$ cat src/sv/lpm_route_table_unit_defines.svh
// Assertion macros used by the route table top module.
// Depends on nothing; every user must have clk and rst_n in scope.
`ifndef LPM_ROUTE_TABLE_UNIT_DEFINES_SVH
`define LPM_ROUTE_TABLE_UNIT_DEFINES_SVH

// Same-cycle implication, disabled during reset.
`define LRT_ASSERT_IMPL(label, ante, cons, msg) \
    label: assert property (@(posedge clk) disable iff (!rst_n) (ante) |-> (cons)) \
        else $error(msg);

// Next-cycle implication, disabled during reset.
`define LRT_ASSERT_NEXT(label, ante, cons, msg) \
    label: assert property (@(posedge clk) disable iff (!rst_n) (ante) |=> (cons)) \
        else $error(msg);

`endif

$ cat src/sv/lrt_pkg.sv
// Package for the route table: sizes, operation codes and the token
// that travels along the row of table cells. Depends on nothing.
package lrt_pkg;

    localparam int ENTRIES    = 8;
    localparam int IFACE_BITS = 4;

    // Operation codes of an input item.
    typedef enum logic [1:0] {
        OP_ADD    = 2'd0,
        OP_REMOVE = 2'd1,
        OP_LOOKUP = 2'd2
    } op_t;

    // One operation in flight, with the running add and lookup results.
    typedef struct packed {
        logic [1:0]            op;
        logic [31:0]           addr;
        logic [31:0]           mask;
        logic [31:0]           gateway;
        logic [IFACE_BITS-1:0] iface;
        logic                  done;
        logic                  found;
        logic [31:0]           best_dest;
        logic [31:0]           best_mask;
        logic [31:0]           best_gateway;
        logic [IFACE_BITS-1:0] best_iface;
    } token_t;

endpackage

$ cat src/sv/lrt_in_if.sv
// Request channel of the route table: valid/ready plus one operation item.
// Depends on nothing.
interface lrt_in_if;
    logic        valid;
    logic        ready;
    logic [1:0]  op;
    logic [31:0] addr;
    logic [31:0] mask;
    logic [31:0] gateway;
    logic [3:0]  iface;

    modport source (output valid, op, addr, mask, gateway, iface, input ready);
    modport sink   (input valid, op, addr, mask, gateway, iface, output ready);
endinterface

$ cat src/sv/lrt_out_if.sv
// Result channel of the route table: valid/ready plus one result item.
// Depends on nothing.
interface lrt_out_if;
    logic        valid;
    logic        ready;
    logic        success;
    logic [3:0]  out_iface;
    logic [31:0] out_gateway;
    logic [31:0] out_dest;
    logic [31:0] out_mask;

    modport source (output valid, success, out_iface, out_gateway, out_dest, out_mask,
                    input ready);
    modport sink   (input valid, success, out_iface, out_gateway, out_dest, out_mask,
                    output ready);
endinterface

$ cat src/sv/lrt_cell.sv
// One route slot of the table and one stage of the token chain.
// Depends on lrt_pkg.
module lrt_cell (
    input  logic            clk,
    input  logic            rst_n,
    input  logic            tok_valid_in,
    input  lrt_pkg::token_t tok_in,
    output logic            tok_valid_out,
    output lrt_pkg::token_t tok_out
);
    import lrt_pkg::*;

    logic [31:0]           dest_reg, dest_next;
    logic [31:0]           mask_reg, mask_next;
    logic [31:0]           gateway_reg, gateway_next;
    logic [IFACE_BITS-1:0] iface_reg, iface_next;
    logic                  tok_valid_reg;
    token_t                tok_reg, tok_next;
    logic                  match;

    // Apply the passing operation to this slot and update the running result.
    always_comb
    begin
        dest_next    = dest_reg;
        mask_next    = mask_reg;
        gateway_next = gateway_reg;
        iface_next   = iface_reg;
        tok_next     = tok_in;
        match        = ((tok_in.addr ^ dest_reg) & mask_reg) == 32'd0;
        if (tok_valid_in)
        begin
            unique case (tok_in.op)
                OP_ADD:
                begin
                    // First free slot along the row takes the route.
                    if (!tok_in.done && iface_reg == '0)
                    begin
                        dest_next     = tok_in.addr;
                        mask_next     = tok_in.mask;
                        gateway_next  = tok_in.gateway;
                        iface_next    = tok_in.iface;
                        tok_next.done = 1'b1;
                    end
                end
                OP_REMOVE:
                begin
                    if (iface_reg == tok_in.iface)
                    begin
                        dest_next    = 32'd0;
                        mask_next    = 32'd0;
                        gateway_next = 32'd0;
                        iface_next   = '0;
                    end
                end
                OP_LOOKUP:
                begin
                    // Strictly longer mask replaces, so the earliest slot wins ties.
                    if (match && (!tok_in.found || mask_reg > tok_in.best_mask))
                    begin
                        tok_next.found        = 1'b1;
                        tok_next.best_dest    = dest_reg;
                        tok_next.best_mask    = mask_reg;
                        tok_next.best_gateway = gateway_reg;
                        tok_next.best_iface   = iface_reg;
                    end
                end
                default:
                begin
                end
            endcase
        end
    end

    // Slot contents are table state and clear at reset.
    always_ff @(posedge clk or negedge rst_n)
    begin
        if (!rst_n)
        begin
            dest_reg      <= 32'd0;
            mask_reg      <= 32'd0;
            gateway_reg   <= 32'd0;
            iface_reg     <= '0;
            tok_valid_reg <= 1'b0;
        end
        else
        begin
            dest_reg      <= dest_next;
            mask_reg      <= mask_next;
            gateway_reg   <= gateway_next;
            iface_reg     <= iface_next;
            tok_valid_reg <= tok_valid_in;
        end
    end

    // Token payload moves on to the neighbor.
    always_ff @(posedge clk)
    begin
        if (tok_valid_in)
        begin
            tok_reg <= tok_next;
        end
    end

    assign tok_valid_out = tok_valid_reg;
    assign tok_out       = tok_reg;
endmodule

$ cat src/sv/lpm_route_table_unit.sv
// Longest-prefix-match route table of ENTRIES slots, cleared at reset. Each
// item (add, remove or lookup) walks a row of ENTRIES cells, one slot per
// cycle, and gives one result item. An item passes through the cell row,
// the tail stage and the output register, and a new item is accepted only
// once the previous one's result is loaded into the output register; one
// item is in the table at a time. A result held by a stalled output does not
// block the next item from entering the row, but that item's result waits in
// the tail stage until the output is free.
// Depends on lrt_pkg, lrt_in_if, lrt_out_if, lrt_cell and the defines header.
module lpm_route_table_unit (
    input logic      clk,
    input logic      rst_n,
    lrt_in_if.sink   req,
    lrt_out_if.source rsp
);
    import lrt_pkg::*;
    `include "lpm_route_table_unit_defines.svh"

    logic [ENTRIES:0] tok_valid;
    token_t           tok [ENTRIES+1];
    logic             busy_reg;
    logic             accept;
    logic             tail_valid_reg;
    token_t           tail_tok_reg;
    logic             load_out;
    logic             out_valid_reg;
    logic             success_reg, success_next;
    logic [3:0]       iface_reg, iface_next;
    logic [31:0]      gateway_reg, gateway_next;
    logic [31:0]      dest_reg, dest_next;
    logic [31:0]      mask_reg, mask_next;

    // Build the token for a newly accepted item.
    assign req.ready    = !busy_reg;
    assign accept       = req.valid && !busy_reg;
    assign tok_valid[0] = accept;
    always_comb
    begin
        tok[0]              = '0;
        tok[0].op           = req.op;
        tok[0].addr         = req.addr;
        tok[0].mask         = req.mask;
        tok[0].gateway      = req.gateway;
        tok[0].iface        = req.iface[IFACE_BITS-1:0];
    end

    // Row of table cells.
    for (genvar i = 0; i < ENTRIES; i++)
    begin : g_cell
        lrt_cell u_cell (
            .clk           (clk),
            .rst_n         (rst_n),
            .tok_valid_in  (tok_valid[i]),
            .tok_in        (tok[i]),
            .tok_valid_out (tok_valid[i+1]),
            .tok_out       (tok[i+1])
        );
    end

    assign load_out = tail_valid_reg && (!out_valid_reg || rsp.ready);

    // Turn the finished token into a result item.
    always_comb
    begin
        success_next = 1'b0;
        iface_next   = 4'd0;
        gateway_next = 32'd0;
        dest_next    = 32'd0;
        mask_next    = 32'd0;
        unique case (tail_tok_reg.op)
            OP_ADD:    success_next = tail_tok_reg.done;
            OP_REMOVE: success_next = 1'b1;
            OP_LOOKUP:
            begin
                if (tail_tok_reg.found && tail_tok_reg.best_iface != '0)
                begin
                    success_next = 1'b1;
                    iface_next   = 4'(tail_tok_reg.best_iface);
                    gateway_next = tail_tok_reg.best_gateway;
                    dest_next    = tail_tok_reg.best_dest;
                    mask_next    = tail_tok_reg.best_mask;
                end
            end
            default:
            begin
            end
        endcase
    end

    // Control: busy flag, tail holding stage and output valid.
    always_ff @(posedge clk or negedge rst_n)
    begin
        if (!rst_n)
        begin
            busy_reg       <= 1'b0;
            tail_valid_reg <= 1'b0;
            out_valid_reg  <= 1'b0;
        end
        else
        begin
            if (accept)
            begin
                busy_reg <= 1'b1;
            end
            else if (load_out)
            begin
                busy_reg <= 1'b0;
            end
            if (tok_valid[ENTRIES])
            begin
                tail_valid_reg <= 1'b1;
            end
            else if (load_out)
            begin
                tail_valid_reg <= 1'b0;
            end
            if (load_out)
            begin
                out_valid_reg <= 1'b1;
            end
            else if (rsp.ready)
            begin
                out_valid_reg <= 1'b0;
            end
        end
    end

    // Payload of the tail stage and the output register.
    always_ff @(posedge clk)
    begin
        if (tok_valid[ENTRIES])
        begin
            tail_tok_reg <= tok[ENTRIES];
        end
        if (load_out)
        begin
            success_reg <= success_next;
            iface_reg   <= iface_next;
            gateway_reg <= gateway_next;
            dest_reg    <= dest_next;
            mask_reg    <= mask_next;
        end
    end

    assign rsp.valid       = out_valid_reg;
    assign rsp.success     = success_reg;
    assign rsp.out_iface   = iface_reg;
    assign rsp.out_gateway = gateway_reg;
    assign rsp.out_dest    = dest_reg;
    assign rsp.out_mask    = mask_reg;

    // At most one item is in the cell row or the tail stage.
    `LRT_ASSERT_IMPL(a_one_token, 1'b1, $onehot0({tok_valid[ENTRIES:1], tail_valid_reg}), "more than one item in flight")
    // An accepted item keeps the block busy until its result is loaded.
    `LRT_ASSERT_NEXT(a_accept_busy, accept, busy_reg, "busy not set after accept")
    // A token leaving the row or held in the tail always belongs to a busy block.
    `LRT_ASSERT_IMPL(a_token_busy, tok_valid[ENTRIES] || tail_valid_reg, busy_reg, "token while idle")
    // Loading a result makes it visible in the next cycle.
    `LRT_ASSERT_NEXT(a_load_valid, load_out, out_valid_reg, "loaded result not valid")
endmodule
$ cat src/flat_wrapper.sv
// flat-port wrapper written by rule: the top's interface ports become plain ports
module lpm_route_table_unit_flat import lrt_pkg::*;
  (clk, rst_n, req_valid, req_op, req_addr, req_mask, req_gateway, req_iface, req_ready, rsp_valid, rsp_success, rsp_out_iface, rsp_out_gateway, rsp_out_dest, rsp_out_mask, rsp_ready);
  lrt_in_if req_i ();
  lrt_out_if rsp_i ();
  input logic clk;
  input logic rst_n;
  input wire logic [$bits(req_i.valid)-1:0] req_valid;
  input wire logic [$bits(req_i.op)-1:0] req_op;
  input wire logic [$bits(req_i.addr)-1:0] req_addr;
  input wire logic [$bits(req_i.mask)-1:0] req_mask;
  input wire logic [$bits(req_i.gateway)-1:0] req_gateway;
  input wire logic [$bits(req_i.iface)-1:0] req_iface;
  output wire logic [$bits(req_i.ready)-1:0] req_ready;
  output wire logic [$bits(rsp_i.valid)-1:0] rsp_valid;
  output wire logic [$bits(rsp_i.success)-1:0] rsp_success;
  output wire logic [$bits(rsp_i.out_iface)-1:0] rsp_out_iface;
  output wire logic [$bits(rsp_i.out_gateway)-1:0] rsp_out_gateway;
  output wire logic [$bits(rsp_i.out_dest)-1:0] rsp_out_dest;
  output wire logic [$bits(rsp_i.out_mask)-1:0] rsp_out_mask;
  input wire logic [$bits(rsp_i.ready)-1:0] rsp_ready;
  assign req_i.valid = req_valid;
  assign req_i.op = req_op;
  assign req_i.addr = req_addr;
  assign req_i.mask = req_mask;
  assign req_i.gateway = req_gateway;
  assign req_i.iface = req_iface;
  assign req_ready = req_i.ready;
  assign rsp_valid = rsp_i.valid;
  assign rsp_success = rsp_i.success;
  assign rsp_out_iface = rsp_i.out_iface;
  assign rsp_out_gateway = rsp_i.out_gateway;
  assign rsp_out_dest = rsp_i.out_dest;
  assign rsp_out_mask = rsp_i.out_mask;
  assign rsp_i.ready = rsp_ready;
  lpm_route_table_unit u_core (.clk(clk), .rst_n(rst_n), .req(req_i), .rsp(rsp_i));
endmodule
$ cat config.mk
export PLATFORM = sky130hd
export DESIGN_NAME = lpm_route_table_unit_flat
export DESIGN_NICKNAME = d
export VERILOG_FILES = /design/src/sv/lrt_pkg.sv /design/src/sv/lrt_in_if.sv /design/src/sv/lrt_out_if.sv /design/src/sv/lrt_cell.sv /design/src/sv/lpm_route_table_unit.sv /design/src/flat_wrapper.sv
export VERILOG_INCLUDE_DIRS = /design/src /design/src/sv
export SDC_FILE = /design/constraint.sdc
export NUM_CORES = 2
export LEC_CHECK = 0
export BUFFER_PORTS_ARGS = -buffer_cell sky130_fd_sc_hd__buf_2
export CAP_MARGIN = 20
export CELL_PAD_IN_SITES_DETAIL_PLACEMENT = 0
export CELL_PAD_IN_SITES_GLOBAL_PLACEMENT = 2
export CORE_MARGIN = 2
export CORE_UTILIZATION = 41
export DETAILED_ROUTE_END_ITERATION = 10
export HOLD_SLACK_MARGIN = 0.15
export PLACE_DENSITY_LB_ADDON = 0.1
export SLEW_MARGIN = 20
export SYNTH_ARGS = -nofsm -noshare
export SYNTH_HDL_FRONTEND = slang
export SYNTH_SLANG_ARGS = --single-unit
$ cat constraint.sdc
create_clock -name clk -period 10.3 [get_ports clk]
set_clock_uncertainty 0.1 [all_clocks]
set_input_delay 2.06 -clock clk [delete_from_list [all_inputs] [get_ports clk]]
set_output_delay 2.06 -clock clk [all_outputs]
set_load 0.01 [all_outputs]
# ---- Word-level counts from Yosys, hierarchy flattened
# Index checks and enable logic that the tools add are counted.
dict set report classes {
  n_lt_le_gt_ge 7
  eq_ne 42
  mux 117
  bitwise 16
  reduce_logical 88
}
# cell count
set ops {}
lappend ops {{32-bit one-hot mux with 2 select lines} 24}
lappend ops {{101-bit two-way mux} 15}
lappend ops {{32-bit two-way mux} 32}
lappend ops {{32-bit AND} 8}
lappend ops {{32-bit logical NOT} 8}
lappend ops {{32-bit XOR} 8}
lappend ops {{32-bit greater-than comparator} 7}
lappend ops {{4-bit two-way mux} 16}
lappend ops {{4-bit one-hot mux with 2 select lines} 8}
lappend ops {{4-bit == test} 8}
lappend ops {{4-bit logical NOT} 8}
lappend ops {{2-bit inequality test, second input constant} 16}
lappend ops {{4-bit AND reduction} 8}
lappend ops {{2-bit nonzero test} 11}
lappend ops {{1-bit two-way mux} 21}
lappend ops {{2-bit by 1-bit == test with 1-bit output, second input constant} 9}
lappend ops {{2-bit == test, second input constant} 9}
lappend ops {{2-bit logical NOT} 9}
lappend ops {{1-bit logical AND} 17}
lappend ops {{1-bit logical NOT} 16}
lappend ops {{1-bit logical OR} 8}
lappend ops {{2-bit AND reduction} 2}
lappend ops {{4-bit nonzero test} 1}
lappend ops {{1-bit one-hot mux with 3 select lines} 1}
dict set report word_totals {
  register_bits 2548
  inputBits 106
  output_inout_bits 103
  word_cells 409
}

# ---- Depth between registers and ports, before layout
dict set report logic_depth {
  ltp_word 6
  depth_mapped 11
  mapped_depth_nobuf 9
}

# ---- Modules after synthesis
# From an unflattened synthesis, not the netlist that was laid out.
dict set report hier_totals {
  hier_cells 7719
  hier_area_um2 114641.2
}
# module n_inst cells_each area_per_inst_um2 seq_area_each_um2
set modules_own_cells {}
lappend modules_own_cells {{lrt_cell (u_core.g_cell[0].u_cell ...)} 4 921 13439.1 8653.3}
lappend modules_own_cells {{lrt_cell (u_core.g_cell[4].u_cell ...)} 4 922 13430.4 8653.3}
lappend modules_own_cells {lpm_route_table_unit 1 347 7163.1 6231.0}

# ---- Worst setup path after synthesis
# Ideal clock, no wire load.
dict set report synth_timing {
  path_kind {input -> register}
  from {input port req_valid}
  to {register u_core.g_cell[0].u_cell.dest_reg[31]}
  setup_time_ns 0.133
  arrival_ns 12.323
  t_required_ns 10.067
  setup_slack_ns -2.256
  path_stages 7
  path_buffers 3
  path_cell_list {nor2b_1 nand3b_1 clkbuf_1 clkbuf_1 clkbuf_1 nand2_1 o21ai_0}
}
dict set report synth_between {
  elab_chain_cells 2
}
# element line_no
set synth_rtl {}
lappend synth_rtl {{from (decl)} flat_wrapper.sv:8} ;# input wire logic [$bits(req_i.valid)-1:0] req_valid;
lappend synth_rtl {{1-bit logical AND} lpm_route_table_unit.sv:35} ;# assign accept = req.valid && !busy_reg;
lappend synth_rtl {{4-bit AND reduction (no line)} -}
lappend synth_rtl {{to (signal assigned)} lrt_cell.sv:87} ;# dest_reg <= dest_next;
lappend synth_rtl {{to (decl)} lrt_cell.sv:13} ;# logic [31:0] dest_reg, dest_next;
# Every way passes these cells.
# A chain may end at the register's enable or synchronous reset.

==> metrics.md <==
| Metric | Value |
|---|---|
| Comb power frac | 0.159 |
| Final instance area | around 120,000 µm² |
| Die ar. | approximately 260,000 µm² |
| Placed cells | between 10k and 15k |
| H-Tree Depth | 5 |
| Final setup margin | between 5000 and 6000 ps |
| Number of fill cells | 22.20k |
| First-pass GRT wire length | between 300 and 400 mm |
| Cell internal pwr | roughly 22 mW |
| HPWL Detailed | 173.4 mm |
| GRT busiest layer | met1 |
| GR Layer Usage met3 | 0.02239 |
| Slew HR | 0.2664 |
| Global Route met2 Usage | 0.2751 |
| PortBufs | 208 |
| RSZ-0062 raised after global routing | false |
| Layout net count | 8,115 |
| Setup violators final | 0 |
| Core area | roughly 250,000 µm² |
| Resize count post-CTS | 0 |
| Switching share of total power | 0.2947 |
| Post-cts hold buffer count | 0 |
| Clock group share of total power | 0.321 |
| Hold crit path type | register to register |
| Met1 Use GR | 0.3225 |
| Worst Tran Pin Value | about 1100 ps |
| Cells after Synth | between 7k and 8k |
| Num CTS Buffers | between 200 and 300 |
| CP Capture Type | register |
| Crit path arrival time | around 5000 ps |
| Cell Area, Synth | a little over 100,000 µm² |
| Final Hold Fails | 0 |
| CP delay by family, top | buffers and inverters |
| CTS tree | done |
| Clock root buffer | clkbuf_16 |
| Pleak | 48.82 nW |
| Fin crit share | 0.4301 |
| Clk sinks | around 2.5k |
| Max cap viols | 0 |
| Initial Util | 0.4130 |
| Postcts setup bufs | 0 |
| Drt first pass iters | 6 |
| Buf/Inv on CP | 2 |
| Most frequent cell on the critical path | buf_4 |
| Multi-input logic area | between 20,000 and 30,000 µm² |
| Power Density | between 200 and 300 nW/µm² |
| Layout area overhead | 13.21% |
| Post-synthesis async set-or-reset flop share | 0.3183 |
| Avg Cell Area, Syn | approximately 14 µm² |
| Overall routing resource usage | 0.1985 |
| Design Power | about 31 mW |
| Largest stage delay on the critical path | between 700 and 800 ps |
| Top FF cell, synth | edfxtp_1 |
| Critical path's slowest cell | buf_4 |
| Die Span X | just over 500 µm |
| Post-DP Area | 108,300 µm² |
| Critical path type | register to register |
| DRT Wirelength | 256.3 mm |
| Slew Limit Fails | 0 |
| Setup TNS | 0 ps |
| Number of distinct library cells after synthesis | slightly above 50 |
| Die Height | 507.5 µm |
| Post-layout util | 0.4675 |
| Hold WS | 299.0 ps |
| Maximum VDD drop | between 0.15 and 0.2 mV |
| Critical-path cell list | ha_1, nor2b_1, o211ai_1, a2111oi_0, or4_1, a22o_1, nand4b_1, buf_4, buf_4, mux2_2 |
| Num rows | between 150 and 200 |
| Net Sw Power | between 9 and 10 mW |
| Pin count of the biggest net entering global routing | 141 |
| Synth Register Bits | roughly 2.5k |
| Maximum buffer depth of the clock tree | 4 |
| Maximum clock frequency | 225.7 MHz |
| Sequential area share after synthesis | 0.6972 |
| Via density per instance | approximately 5 |
| Count of non-filler cells in the finished layout | about 11k |
| Synthesized net count | about 7.9k |
| Clock transition at path regs | roughly 60 ps |
| Post-synth EDFFs | 1,737 |
| Startpoint types | register |
| Global placer's final weighted congestion | 0.8277 |
| Share of cells above drive strength 1 | 0.1678 |
| Setup WS pre-CTS | between 5000 and 6000 ps |
| Residual DRC count | 0 |
| Vias in the first global route | roughly 56k |
| Vias | between 50k and 60k |
| Initial drt markers | a little over 4k |
| Worst EP required | approximately 11,000 ps |
| Total grt overflow | 0 |
| Register area | ~72,000 µm² |
| Io pins | between 200 and 250 |
| Initial antenna violation count | 6 |
| Reg power frac | 0.520 |
| Latest clock arrival within the worst-skew pair | 890 ps |
| Tmin final | around 4400 ps |
| Synth Warn # | 0 |
| WL per Instance | ~23 µm |
| Critical Path Fanout Max | 58 |
| Outcome | completed |
| Max reg flops | approximately 1.5k |
| Final ANT Viol Nets | 0 |
==> power by group through the flow <==
stage	Sequential (mW)	Clock (mW)	Combinational [mW]
4_1_cts	16.4	10.4	5.13
6_report	16.4	10.1	5.02
3_3_place_gp	16.5	0	5.04
2_1_floorplan	16.0	0	3.23
3_5_place_dp	16.6	0	5.09
5_1_grt	16.7	10.8	5.72
==> cells in the mapped netlist, types with 8 or more instances <==
master / number / share of area
a222oi_1: 8 / 0.00077
nand2_1: 1559 / 0.056
mux2_4: 100 / 0.014
mux2_2: 517 / 0.056
buf_12: 10 / 0.0019
a21oi_1: 81 / 0.0039
nor2_1: 18 / 0.00065
a22oi_1: 60 / 0.0043
o21ai_0: 140 / 0.0067
a221oi_1: 40 / 0.0034
a22o_1: 32 / 0.0027
nand4_1: 70 / 0.0042
nand3_1: 737 / 0.035
inv_1: 242 / 0.0087
o21bai_1: 16 / 0.0012
a21o_1: 14 / 0.0010
nor4_1: 8 / 0.00048
or4_1: 11 / 0.00079
ha_1: 224 / 0.027
clkbuf_1: 255 / 0.0092
nor3_1: 20 / 0.00096
nor2b_1: 8 / 0.00048
and2_1: 200 / 0.012
buf_1: 34 / 0.0012
buf_2: 63 / 0.0030
xor2_1: 281 / 0.024
dfrtp_1: 811 / 0.20
nand2b_1: 111 / 0.0067
nand4b_1: 14 / 0.0012
edfxtp_1: 1737 / 0.50
nand3b_1: 8 / 0.00058
mux2_1: 83 / 0.0090
==> kinds of logic after synthesis <==
| group | count (synthesis) | synth area share |
|---|---|---|
| AOI/OAI and AO/OA | 419 | 0.02617 |
| xor gates and xnor gates | 288 | 0.02427 |
| adders and majority gates | 224 | 0.02697 |
| buffers and inverters | 604 | 0.02414 |
| DFF | 2548 | 0.6972 |
| muxes | 700 | 0.07946 |
| and+or+nand+nor | 2788 | 0.1218 |
==> worst paths after layout <==
check | startpoint | endpoint | slack (ps) | cells past startpoint
min reg2reg | u_core.g_cell[7].u_cell.tok_out[62] | u_core.tail_tok_reg[62] | 300 | 0
min in group asynchronous | rst_n | u_core.g_cell[0].u_cell.gateway_reg[8] | 1080 | 1
max in group asynchronous | rst_n | u_core.g_cell[6].u_cell.mask_reg[2] | 7080 | 3
max | u_core.g_cell[1].u_cell.mask_reg[1] | u_core.g_cell[1].u_cell.tok_out[26] | 5870 | 10
max reg2reg | u_core.g_cell[1].u_cell.mask_reg[1] | u_core.g_cell[1].u_cell.tok_out[26] | 5870 | 10
min | u_core.g_cell[7].u_cell.tok_out[62] | u_core.tail_tok_reg[62] | 300 | 0
==> layer usage <==
layer	share of wire	vias up
met3	0.031	377
li1	-	27330
met2	0.41	1083
met5	0	-
met4	0.030	0
met1	0.53	27730
==> final cells by class <==
| cell class | instances | area share |
|---|---|---|
| repair buffers | 281 | 0.01442 |
| inverters | 242 | 0.007721 |
| well taps | 3348 | 0.03561 |
| clock buffers | 382 | 0.06819 |
| flip-flops and latches | 2548 | 0.6161 |
| clock inverters | 125 | 0.01089 |
| multi-input cells | 4419 | 0.2470 |
| diodes | 2 | 0.00004254 |
==> placed cells by master (no fill, tap or decap), drive strengths merged, types with 8 or more instances in the layout <==
| cell type | count |
|---|---|
| a21o | 14 |
| a21oi | 81 |
| a221oi | 40 |
| a222oi | 8 |
| a22o | 32 |
| a22oi | 61 |
| and2 | 200 |
| buf | 281 |
| bufinv | 26 |
| clkbuf | 382 |
| clkinv | 89 |
| dfrtp | 811 |
| edfxtp | 1737 |
| ha | 224 |
| inv | 245 |
| mux2 | 700 |
| nand2 | 1559 |
| nand2b | 111 |
| nand3 | 737 |
| nand3b | 8 |
| nand4 | 70 |
| nand4b | 14 |
| nor2 | 19 |
| nor2b | 8 |
| nor3 | 20 |
| nor4 | 8 |
| o21ai | 140 |
| o21bai | 16 |
| or4 | 12 |
| xor2 | 281 |
(Power assumes the default switching activity.)
